==> config.mk <==
export PLATFORM = sky130hd
export DESIGN_NAME = modbus_distance_reply_checker_top
export DESIGN_NICKNAME = d
export VERILOG_FILES = /design/src/sv/mdrc_pkg.sv /design/src/sv/mdrc_csr.sv /design/src/sv/mdrc_parser.sv /design/src/sv/modbus_distance_reply_checker_top.sv
export SDC_FILE = /design/constraint.sdc
export NUM_CORES = 1
export LEC_CHECK = 0
export ABC_AREA = 1
export BUFFER_PORTS_ARGS = -buffer_cell sky130_fd_sc_hd__buf_2
export CAP_MARGIN = 20
export CORE_MARGIN = 10
export CORE_UTILIZATION = 45
export CTS_BUF_LIST = sky130_fd_sc_hd__clkbuf_4 sky130_fd_sc_hd__clkbuf_8
export CTS_CLUSTER_DIAMETER = 30
export CTS_CLUSTER_SIZE = 8
export DETAILED_ROUTE_END_ITERATION = 10
export PLACE_DENSITY = 0.61
export SETUP_SLACK_MARGIN = 0.2
export SLEW_MARGIN = 20
export SYNTH_ARGS = -nofsm -noshare
export SYNTH_HDL_FRONTEND = slang
export SYNTH_SLANG_ARGS = --single-unit
==> constraint.sdc <==
create_clock -name clock -period 2.3 [get_ports clock]
set_input_delay 0.115 -clock clock [delete_from_list [all_inputs] [get_ports clock]]
set_output_delay 0.115 -clock clock [all_outputs]
set_load 0.005 [all_outputs]
==> src/sv/mdrc_pkg.sv <==
`timescale 1ns / 1ps
// ----------------------------------------------------------------------------
// mdrc_pkg
// Shared types, constants and the crc helper for the distance reply checker.
// ----------------------------------------------------------------------------
package mdrc_pkg;

   // number of sensors whose address may be selected
   localparam int SENSORS = 4;
   // number of address registers in the register map
   localparam int NUM_ADDR_REGS = 4;

   // crc-16 settings
   localparam logic [15:0] CRC_INIT = 16'hFFFF;
   localparam logic [15:0] CRC_POLY = 16'hA001;

   // expected header bytes
   localparam logic [7:0] FUNC_READ_HOLDING = 8'h03;
   localparam logic [7:0] BYTE_COUNT_TWO    = 8'h02;

   // register reset values
   localparam logic [15:0] MIN_DIST_RESET = 16'd5;
   localparam logic [15:0] MAX_DIST_RESET = 16'd1300;
   localparam logic [15:0] NO_DISTANCE    = 16'hFFFF;

   // register indexes
   localparam logic [2:0] CSR_ADDR_SENSOR_0 = 3'd0;
   localparam logic [2:0] CSR_ADDR_SENSOR_1 = 3'd1;
   localparam logic [2:0] CSR_ADDR_SENSOR_2 = 3'd2;
   localparam logic [2:0] CSR_ADDR_SENSOR_3 = 3'd3;
   localparam logic [2:0] CSR_MIN_DISTANCE  = 3'd4;
   localparam logic [2:0] CSR_MAX_DISTANCE  = 3'd5;

   // frame status codes
   localparam logic [2:0] ST_OK       = 3'd0;
   localparam logic [2:0] ST_ADDRESS  = 3'd1;
   localparam logic [2:0] ST_FUNCTION = 3'd2;
   localparam logic [2:0] ST_COUNT    = 3'd3;
   localparam logic [2:0] ST_CRC      = 3'd4;
   localparam logic [2:0] ST_RANGE    = 3'd5;

   // input beat
   typedef struct packed {
      logic [7:0] data_byte;
      logic       frame_start;
      logic [1:0] sensor_index;
   } req_type;

   // result beat
   typedef struct packed {
      logic [2:0]  frame_status;
      logic [15:0] distance;
      logic        distance_valid;
   } rsp_type;

   // register values seen by the parser
   typedef struct packed {
      logic [NUM_ADDR_REGS-1:0][7:0] address_sensor;
      logic [15:0]                   min_distance;
      logic [15:0]                   max_distance;
   } cfg_type;

   // one byte of crc-16, lsb first, reflected polynomial
   function automatic logic [15:0] crc16_byte(input logic [15:0] crc_in,
                                              input logic [7:0]  data_in);
      logic [15:0] c;
      c = crc_in ^ {8'h00, data_in};
      for (int k = 0; k < 8; k++) begin
         c = c[0] ? ((c >> 1) ^ CRC_POLY) : (c >> 1);
      end
      return c;
   endfunction

endpackage

==> src/sv/mdrc_csr.sv <==
`timescale 1ns / 1ps
// ----------------------------------------------------------------------------
// mdrc_csr
// Register file: sensor addresses and distance limits.
// ----------------------------------------------------------------------------
module mdrc_csr (
   input  logic              clock,
   input  logic              reset,
   input  logic              csr_valid,
   output logic              csr_ready,
   input  logic [2:0]        csr_index,
   input  logic [15:0]       csr_data,
   output mdrc_pkg::cfg_type cfg
);

   mdrc_pkg::cfg_type cfg_ff, cfg_in;

   // always able to take a write
   assign csr_ready = 1'b1;

   // write decode, out-of-map indexes are dropped
   always_comb begin
      cfg_in = cfg_ff;
      if (csr_valid) begin
         unique case (csr_index)
            mdrc_pkg::CSR_ADDR_SENSOR_0: cfg_in.address_sensor[0] = csr_data[7:0];
            mdrc_pkg::CSR_ADDR_SENSOR_1: cfg_in.address_sensor[1] = csr_data[7:0];
            mdrc_pkg::CSR_ADDR_SENSOR_2: cfg_in.address_sensor[2] = csr_data[7:0];
            mdrc_pkg::CSR_ADDR_SENSOR_3: cfg_in.address_sensor[3] = csr_data[7:0];
            mdrc_pkg::CSR_MIN_DISTANCE:  cfg_in.min_distance      = csr_data;
            mdrc_pkg::CSR_MAX_DISTANCE:  cfg_in.max_distance      = csr_data;
            default: cfg_in = cfg_ff;
         endcase
      end
   end

   // register bank with reset values
   always_ff @(posedge clock) begin
      if (reset) begin
         cfg_ff.address_sensor[0] <= 8'd1;
         cfg_ff.address_sensor[1] <= 8'd2;
         cfg_ff.address_sensor[2] <= 8'd3;
         cfg_ff.address_sensor[3] <= 8'd4;
         cfg_ff.min_distance      <= mdrc_pkg::MIN_DIST_RESET;
         cfg_ff.max_distance      <= mdrc_pkg::MAX_DIST_RESET;
      end else begin
         cfg_ff <= cfg_in;
      end
   end

   assign cfg = cfg_ff;

endmodule

==> src/sv/mdrc_parser.sv <==
`timescale 1ns / 1ps
// ----------------------------------------------------------------------------
// mdrc_parser
// Frame state, crc update and checks; flags a result on the seventh byte.
// ----------------------------------------------------------------------------
module mdrc_parser (
   input  logic              clock,
   input  logic              reset,
   input  logic              beat_ok,
   input  mdrc_pkg::req_type req,
   input  mdrc_pkg::cfg_type cfg,
   output logic              emit,
   output mdrc_pkg::rsp_type result
);

   // byte position codes
   localparam logic [2:0] POS_ADDR   = 3'd0;
   localparam logic [2:0] POS_FUNC   = 3'd1;
   localparam logic [2:0] POS_COUNT  = 3'd2;
   localparam logic [2:0] POS_DIST_H = 3'd3;
   localparam logic [2:0] POS_DIST_L = 3'd4;
   localparam logic [2:0] POS_CRC_L  = 3'd5;
   localparam logic [2:0] POS_CRC_H  = 3'd6;
   localparam logic [2:0] POS_IDLE   = 3'd7;

   logic [2:0]  pos_ff, pos_in;
   logic [15:0] crc_ff, crc_in;
   logic [2:0]  err_ff, err_in;
   logic [7:0]  exp_addr_ff, exp_addr_in;
   logic [7:0]  dist_h_ff, dist_h_in;
   logic [7:0]  dist_l_ff, dist_l_in;
   logic [7:0]  crc_lo_ff, crc_lo_in;

   logic [1:0]  sensor_sel;
   logic [2:0]  pos_cur;
   logic [15:0] crc_cur;
   logic [2:0]  err_cur;
   logic [7:0]  exp_cur;
   logic [15:0] dist_word;
   logic [15:0] rx_crc;
   logic [2:0]  final_err;

   // clamp sensor index into the populated range
   always_comb begin
      if (int'(req.sensor_index) >= mdrc_pkg::SENSORS) begin
         sensor_sel = 2'(mdrc_pkg::SENSORS - 1);
      end else begin
         sensor_sel = req.sensor_index;
      end
   end

   // frame start restarts the frame context
   always_comb begin
      if (req.frame_start) begin
         pos_cur = POS_ADDR;
         crc_cur = mdrc_pkg::CRC_INIT;
         err_cur = mdrc_pkg::ST_OK;
         exp_cur = cfg.address_sensor[sensor_sel];
      end else begin
         pos_cur = pos_ff;
         crc_cur = crc_ff;
         err_cur = err_ff;
         exp_cur = exp_addr_ff;
      end
   end

   // final checks on the last byte
   assign dist_word = {dist_h_ff, dist_l_ff};
   assign rx_crc    = {req.data_byte, crc_lo_ff};

   always_comb begin
      final_err = err_cur;
      if (final_err == mdrc_pkg::ST_OK && crc_cur != rx_crc) begin
         final_err = mdrc_pkg::ST_CRC;
      end
      if (final_err == mdrc_pkg::ST_OK &&
          (dist_word < cfg.min_distance || dist_word > cfg.max_distance)) begin
         final_err = mdrc_pkg::ST_RANGE;
      end
   end

   // per-byte next state
   always_comb begin
      pos_in      = pos_ff;
      crc_in      = crc_ff;
      err_in      = err_ff;
      exp_addr_in = exp_addr_ff;
      dist_h_in   = dist_h_ff;
      dist_l_in   = dist_l_ff;
      crc_lo_in   = crc_lo_ff;
      emit        = 1'b0;
      if (beat_ok && (req.frame_start || pos_ff != POS_IDLE)) begin
         exp_addr_in = exp_cur;
         err_in      = err_cur;
         crc_in      = crc_cur;
         pos_in      = pos_cur + 3'd1;
         case (pos_cur)
            POS_ADDR: begin
               if (req.data_byte != exp_cur && err_cur == mdrc_pkg::ST_OK) begin
                  err_in = mdrc_pkg::ST_ADDRESS;
               end
            end
            POS_FUNC: begin
               if (req.data_byte != mdrc_pkg::FUNC_READ_HOLDING &&
                   err_cur == mdrc_pkg::ST_OK) begin
                  err_in = mdrc_pkg::ST_FUNCTION;
               end
            end
            POS_COUNT: begin
               if (req.data_byte != mdrc_pkg::BYTE_COUNT_TWO &&
                   err_cur == mdrc_pkg::ST_OK) begin
                  err_in = mdrc_pkg::ST_COUNT;
               end
            end
            POS_DIST_H: dist_h_in = req.data_byte;
            POS_DIST_L: dist_l_in = req.data_byte;
            POS_CRC_L:  crc_lo_in = req.data_byte;
            POS_CRC_H: begin
               err_in = final_err;
               pos_in = POS_IDLE;
               emit   = 1'b1;
            end
            default: pos_in = POS_IDLE;
         endcase
         // crc covers the header and distance bytes
         if (pos_cur <= POS_DIST_L) begin
            crc_in = mdrc_pkg::crc16_byte(crc_cur, req.data_byte);
         end
      end
   end

   // result payload
   always_comb begin
      result.frame_status   = final_err;
      result.distance_valid = (final_err == mdrc_pkg::ST_OK);
      result.distance       = (final_err == mdrc_pkg::ST_OK) ? dist_word
                                                            : mdrc_pkg::NO_DISTANCE;
   end

   // control state
   always_ff @(posedge clock) begin
      if (reset) begin
         pos_ff      <= POS_IDLE;
         crc_ff      <= mdrc_pkg::CRC_INIT;
         err_ff      <= mdrc_pkg::ST_OK;
         exp_addr_ff <= 8'h00;
      end else begin
         pos_ff      <= pos_in;
         crc_ff      <= crc_in;
         err_ff      <= err_in;
         exp_addr_ff <= exp_addr_in;
      end
   end

   // captured frame bytes
   always_ff @(posedge clock) begin
      dist_h_ff <= dist_h_in;
      dist_l_ff <= dist_l_in;
      crc_lo_ff <= crc_lo_in;
   end

endmodule

==> src/sv/modbus_distance_reply_checker_top.sv <==
`timescale 1ns / 1ps
// ----------------------------------------------------------------------------
// modbus_distance_reply_checker_top
// Checks 7-byte Modbus RTU distance replies and reports status and distance.
//
//   channel  dir  handshake            payload
//   req      in   req_valid/req_stall  req_data  (byte, frame start, sensor)
//   rsp      out  rsp_valid/rsp_stall  rsp_data  (status, distance, valid)
//   csr      in   csr_valid/csr_ready  csr_index, csr_data
//
// One byte is taken per cycle while req_stall is low; the crc byte update and all
// checks are combinational between the frame state and the result register.
// A result appears in the cycle after the seventh byte of a frame is taken.
// Reset is synchronous; no clearing pass follows.
// req_stall is raised only while a result waits and rsp_stall is high.
// ----------------------------------------------------------------------------
module modbus_distance_reply_checker_top (
   input  logic              clock,
   input  logic              reset,
   input  logic              req_valid,
   output logic              req_stall,
   input  mdrc_pkg::req_type req_data,
   output logic              rsp_valid,
   input  logic              rsp_stall,
   output mdrc_pkg::rsp_type rsp_data,
   input  logic              csr_valid,
   output logic              csr_ready,
   input  logic [2:0]        csr_index,
   input  logic [15:0]       csr_data
);

   mdrc_pkg::cfg_type cfg;
   mdrc_pkg::rsp_type result;
   logic              emit;
   logic              beat_ok;

   logic              rsp_valid_ff, rsp_valid_in;
   mdrc_pkg::rsp_type rsp_data_ff, rsp_data_in;

   // register file
   mdrc_csr u_csr (
      .clock     (clock),
      .reset     (reset),
      .csr_valid (csr_valid),
      .csr_ready (csr_ready),
      .csr_index (csr_index),
      .csr_data  (csr_data),
      .cfg       (cfg)
   );

   // input beat taken unless a held result is blocked
   assign req_stall = rsp_valid_ff & rsp_stall;
   assign beat_ok   = req_valid & ~req_stall;

   mdrc_parser u_parser (
      .clock   (clock),
      .reset   (reset),
      .beat_ok (beat_ok),
      .req     (req_data),
      .cfg     (cfg),
      .emit    (emit),
      .result  (result)
   );

   // result register
   always_comb begin
      rsp_valid_in = rsp_valid_ff;
      rsp_data_in  = rsp_data_ff;
      if (emit) begin
         rsp_valid_in = 1'b1;
         rsp_data_in  = result;
      end else if (rsp_valid_ff && !rsp_stall) begin
         rsp_valid_in = 1'b0;
      end
   end

   always_ff @(posedge clock) begin
      if (reset) begin
         rsp_valid_ff <= 1'b0;
      end else begin
         rsp_valid_ff <= rsp_valid_in;
      end
   end

   always_ff @(posedge clock) begin
      rsp_data_ff <= rsp_data_in;
   end

   assign rsp_valid = rsp_valid_ff;
   assign rsp_data  = rsp_data_ff;

endmodule
* After elaboration in Yosys (flattened, before gate mapping)
Index checks and enable logic that the tools add are counted.
** Word-level totals
- Bits in registers :: 139
- Input bits :: 35
- Output and inout bits :: 23
- Logic and storage cells :: 102
** Cells by class
- $add $sub $neg :: 1
- $lt $le $gt $ge :: 4
- Eq/ne operators :: 16
- Multiplexer cells :: 26
- Bitwise logic cells :: 12
- Reduce and logical (&&, ||, !) cells :: 26
** Operator list (number)
- $mux 16 :: 10
- $mux 3 :: 8
- $not 2->3 :: 8
- $reduce_and 2->1 :: 9
- $bmux 8 s2 :: 1
- $gt 16x16->1 :: 1
- $lt 16x16->1 :: 1
- $mux 8 :: 2
- $ne 16x16->1 :: 1
- $ne 8x2->1 const B :: 2
- $xor 16x8->16 :: 1
- $eq 3x3->1 const B :: 5
- $logic_not 3->1 :: 5
- $eq 3x2->1 const B :: 4
- $pmux 3 s4 :: 1
- $ne 8x8->1 :: 1
- $logic_and 1x1->1 :: 7
- $eq 3x1->1 const B :: 2
- $reduce_or 6->1 :: 1
- $mux 1 :: 4
- $add 3x1->3 const B :: 1
- $le 3x3->1 const B :: 1
- $lt 2x3->1 const B :: 1
- $ne 3x3->1 const B :: 1
- 5 further kinds :: 7

* Depth between registers and ports, before layout
- Depth after elaboration :: 19
- Gate-level depth with buffers :: 19
- Mapped depth without buffers :: 19

* Hierarchy
Synthesis repeated with hierarchy kept, for this count alone.
** Second synthesis, totals
- Cells, all modules :: 1032
- Area, all modules :: 7494.7 µm²
** By module, submodules not included
- mdrc_parser :: times used 1, cells each 635, area each 4271.6 µm², seq. area each 1321.3 µm²
- mdrc_csr :: times used 1, cells each 370, area each 2570.0 µm², seq. area each 1281.2 µm²
- modbus_distance_reply_checker_top :: times used 1, cells each 27, area each 653.1 µm², seq. area each 620.6 µm²

* Least setup slack after synthesis
Ideal clock, no wire load.
- Path type :: input to register
- From :: input port req_data[2] (netlist name)
- To :: register u_parser.dist_l_ff[0] (enable)
- Library setup time :: 0.383 ns
- Data arrival time :: 1.761 ns
- Required time :: 1.917 ns
- Setup slack :: 0.156 ns
- Cell stages on the path :: 8
- Buffers on the path :: 3
- Cell sequence :: buf_6 buf_2 clkbuf_1 nor2_1 inv_1 ha_1 inv_1 nor3_1
** On the way
- Longest elaborated chain between the ends :: 3
- Elaborated cells on any way between the ends :: 5
- Classes of those cells :: eq/ne (1); mux (1); reduce/logical (3)
** Ends and longest elaborated chain
- start, declared :: RTL line modbus_distance_reply_checker_top.sv:22 : input mdrc_pkg::req_type req_data,
- $mux 3 / $logic_or 1x1->1 (equally long branches) :: RTL line mdrc_parser.sv:54, mdrc_parser.sv:92
- $eq 3x3->1 / $logic_and 1x1->1 (equally long branches) :: RTL line mdrc_parser.sv:97, mdrc_parser.sv:92
- $reduce_and 2->1 (no source line) (*)
- end signal, assigned :: RTL line mdrc_parser.sv:158 : dist_l_ff <= dist_l_in;
- end, declared :: RTL line mdrc_parser.sv:31 : logic [7:0] dist_l_ff, dist_l_in;
Mark *: on every way between the ends. The rest lies on a longest branch, timed or not.
A chain may end at the register's enable or synchronous reset.

==> qor.yml <==
floorplan:
  fp.dieH_um: 146
  core-area_um2: 15800
  initial_core_util: 0.454
  dieArea_um2: 21400
  die_w_um: 146
  num_rows: 46
  ios: 58
worst_setup_path:
  setup.worst_path.class: "register to register"
  reg2reg_depth: 12
  crit_fanout: 7
  startpoint_type: "register"
  timing.rr.start: "u_parser.dist_h_ff[7]"
  crit_required_ns: 2.51
  cp.arrival_ns: 2.25
  rrSetupSlack_ns: 0.26
  rr_endpoint: "rsp_data[14]"
  cp-end-kind: "register"
synthesis:
  netlist_instances: 933
  ys_types: 37
  ys_seq_elements: 139
  synth_ff_type: "dfxtp_1"
  synthArstFlopShare: 0
  synth_edf_count: 44
  yosys.area.top_type: "dfxtp_1"
  yosysTopAreaCellShare: 0.265
  synth_common_cells: "nand2_1, inv_1, dfxtp_1, o21ai_0, a21oi_1"
  synth.cell_area_um2: 7170
  synthTopCellsByArea: "dfxtp_1, edfxtp_1, nand2_1, inv_1, ha_1"
  synth.avg_cell_area_um2: 7.68
  post-synth-top-count-cell: "nand2_1"
  yosys_warnings: 0
  ys_seq_area_frac: 0.450
  synth_nets: 1005
sta:
  fmax_mhz: 490
  drv_slew: 0
  tightest_slew_ns: 0.778
  slew_headroom: 0.481
  grt_setup_unrepaired: "yes"
  setup_tns_ns: 0
  finalClockSkew_ns: 0.0167
  setup_viol: 0
  fin_crit_sh: 0.887
  hold_viol: 0
  fin_crit_ns: 2.04
  whs_ns: 0.0244
placement:
  postPlaceCellArea_um2: 7720
  port_buffers: 56
  gp_congestion: 0.863
  hpwlAfterDp_mm: 13.1
power:
  power.total_mw: 5.60
  powerDensity_nw_per_um2: 665
  p_leak_nw: 3.83
  peakVddDrop_uv: 355
layout:
  drive_above_1_share: 0.145
  final_area_um2: 8430
  num_antenna_cells: 0
  syn_to_final_growth_pct: 17.6
  utilization: 0.534
  nNetsFinal: 1093
clock_tree:
  clock_path_buffers: 2
  numCtsBuffers: 17
  path_clk_slew_ns: 0.09
  cts_sinks: 139
  clockRootBuffer: "clkbuf_8"
  clk_latency_ns: 0.46
  htreeDepth: 4
  cts_tree: "built"
global_routing:
  use_met3: 0.0368
  grt_pass1_vias: 6032
  grt_remaining_overflow: 0
  top_usage_layer: "met2"
  grt.met2_usage: 0.285
  grtUsageMet1: 0.209
  grt_max_degree: 67
  antenna_found_initial: 0
  grt_pass1_wl_mm: 29.8
  grtUsageTotal: 0.172
detailed_routing:
  drtIter0Drc: 387
  wire_per_inst_um: 14.5
  firstDrtPassIters: 5
  post-route-drc-count: 0
  drt-total-wl_mm: 18.2
  vias: 6168
  antenna_left: 0
  vias_per_cell: 4.93
worst_hold_path:
  hp-start: "req_data[4]"
  holdPathEnd: "u_parser.crc_lo_ff[1]"
  min_path_type: "primary input to register"
  whs_path_depth: 1
run_status:
  outcome: "finished clean"
flow_run:
  drv_cap: 0
-- logic make-up after synthesis --
family | share of synthesized area
and+or+nand+nor | 0.215
AOI/OAI and AO/OA | 0.151
buffers and inverters | 0.0962
DFF | 0.450
adders and majority gates | 0.0646
xor gates and xnor gates | 0.0230
other | 0.000523
-- report_power, final --
group | switching (mW) | internal [mW] | total (mW)
Clock | 0.922 | 1.09 | 2.01
Sequential | 0.0599 | 2.65 | 2.71
Combinational | 0.554 | 0.327 | 0.881
-- cell usage in the layout (no fill, tap or decap), types with 5 or more instances in the layout --
master | synthesis | final
a21oi_1 | 82 | 82
a31oi_1 | 8 | 8
buf_2 | 5 | 56
buf_4 | 1 | 25
clkbuf_4 | 0 | 6
clkbuf_8 | 0 | 19
dfxtp_1 | 95 | 95
dlygate4sd3_1 | 0 | 19
edfxtp_1 | 44 | 44
ha_1 | 37 | 36
inv_1 | 137 | 136
nand2_1 | 219 | 216
nand3_1 | 49 | 49
nor2_1 | 60 | 59
nor2_2 | 5 | 6
nor2_4 | 6 | 6
nor3_1 | 8 | 6
o211ai_1 | 15 | 15
o21ai_0 | 87 | 86
or2_2 | 6 | 6
xnor2_1 | 5 | 5
xor2_1 | 12 | 11
-- cell type report --
class,instances,area [µm²]
inverter,140,526
clock inverter,7,90.1
tap,216,270
multi-input combinational,619,3300
timing repair buffer,104,712
sequential,139,3220
fill,1555,7340
clock buffer,25,307
-- flip-flops by register name, indices dropped and copies added, names as in the netlist --
name / flops
u_parser.pos_ff: 3
rsp_valid: 1
u_parser.err_ff: 3
u_csr.cfg: 64
rsp_data: 20
u_parser.dist_h_ff: 8
u_parser.crc_ff: 16
u_parser.exp_addr_ff: 8
u_parser.crc_lo_ff: 8
u_parser.dist_l_ff: 8
-- layer usage --
| layer | share of wire | up-vias |
|---|---|---|
| met2 | 0.47 | 142 |
| li1 | - | 3208 |
| met3 | 0.047 | 36 |
| met5 | 0 | - |
| met1 | 0.45 | 2782 |
| met4 | 0.028 | 0 |
-- repair_timing --
item                                    in CTS  in global routing
endpoints found under the setup margin      16                 21
hold endpoints to repair                    38                  0
pin swaps                                    1                  5
hold buffers                                19                  0
setup buffers                                3                  6
gates resized for setup                      0                 12
-- stage by stage --
step	instances	setup WS [ns]
6_report	1250	0.259
5_1_grt	1250	0.108
4_1_cts	1244	0.212
3_5_place_dp	1190	0.114
3_3_place_gp	1190	0.174
2_1_floorplan	933	0.273
-- worst max path at each step --
stage | start | to | slack (ns) | depth (start not counted)
finish | u_parser.dist_h_ff[7] | rsp_data[14] | 0.26 | 12
global route | u_parser.dist_l_ff[1] | rsp_data[1] | 0.11 | 16
CTS | u_parser.dist_h_ff[7] | rsp_data[14] | 0.21 | 13
detailed placement | u_parser.dist_h_ff[7] | rsp_data[5] | 0.11 | 10
global placement | u_parser.dist_h_ff[7] | rsp_data[5] | 0.17 | 12
floorplan | req_data[2] | rsp_data[0] | 0.27 | 9
-- critical path, cell delays in order (launching register included) --
cell      delay [ns]
edfxtp_1        0.43
ha_1            0.31
a21oi_1         0.15
o21ai_0         0.12
a21oi_1         0.13
nand2_1         0.06
nand2_1         0.06
nand2_2         0.06
nand2_2         0.09
nand2_4         0.07
nor2_4          0.13
buf_6           0.14
nand2_1         0.05
Note: power is estimated with default switching activity, not from simulation.
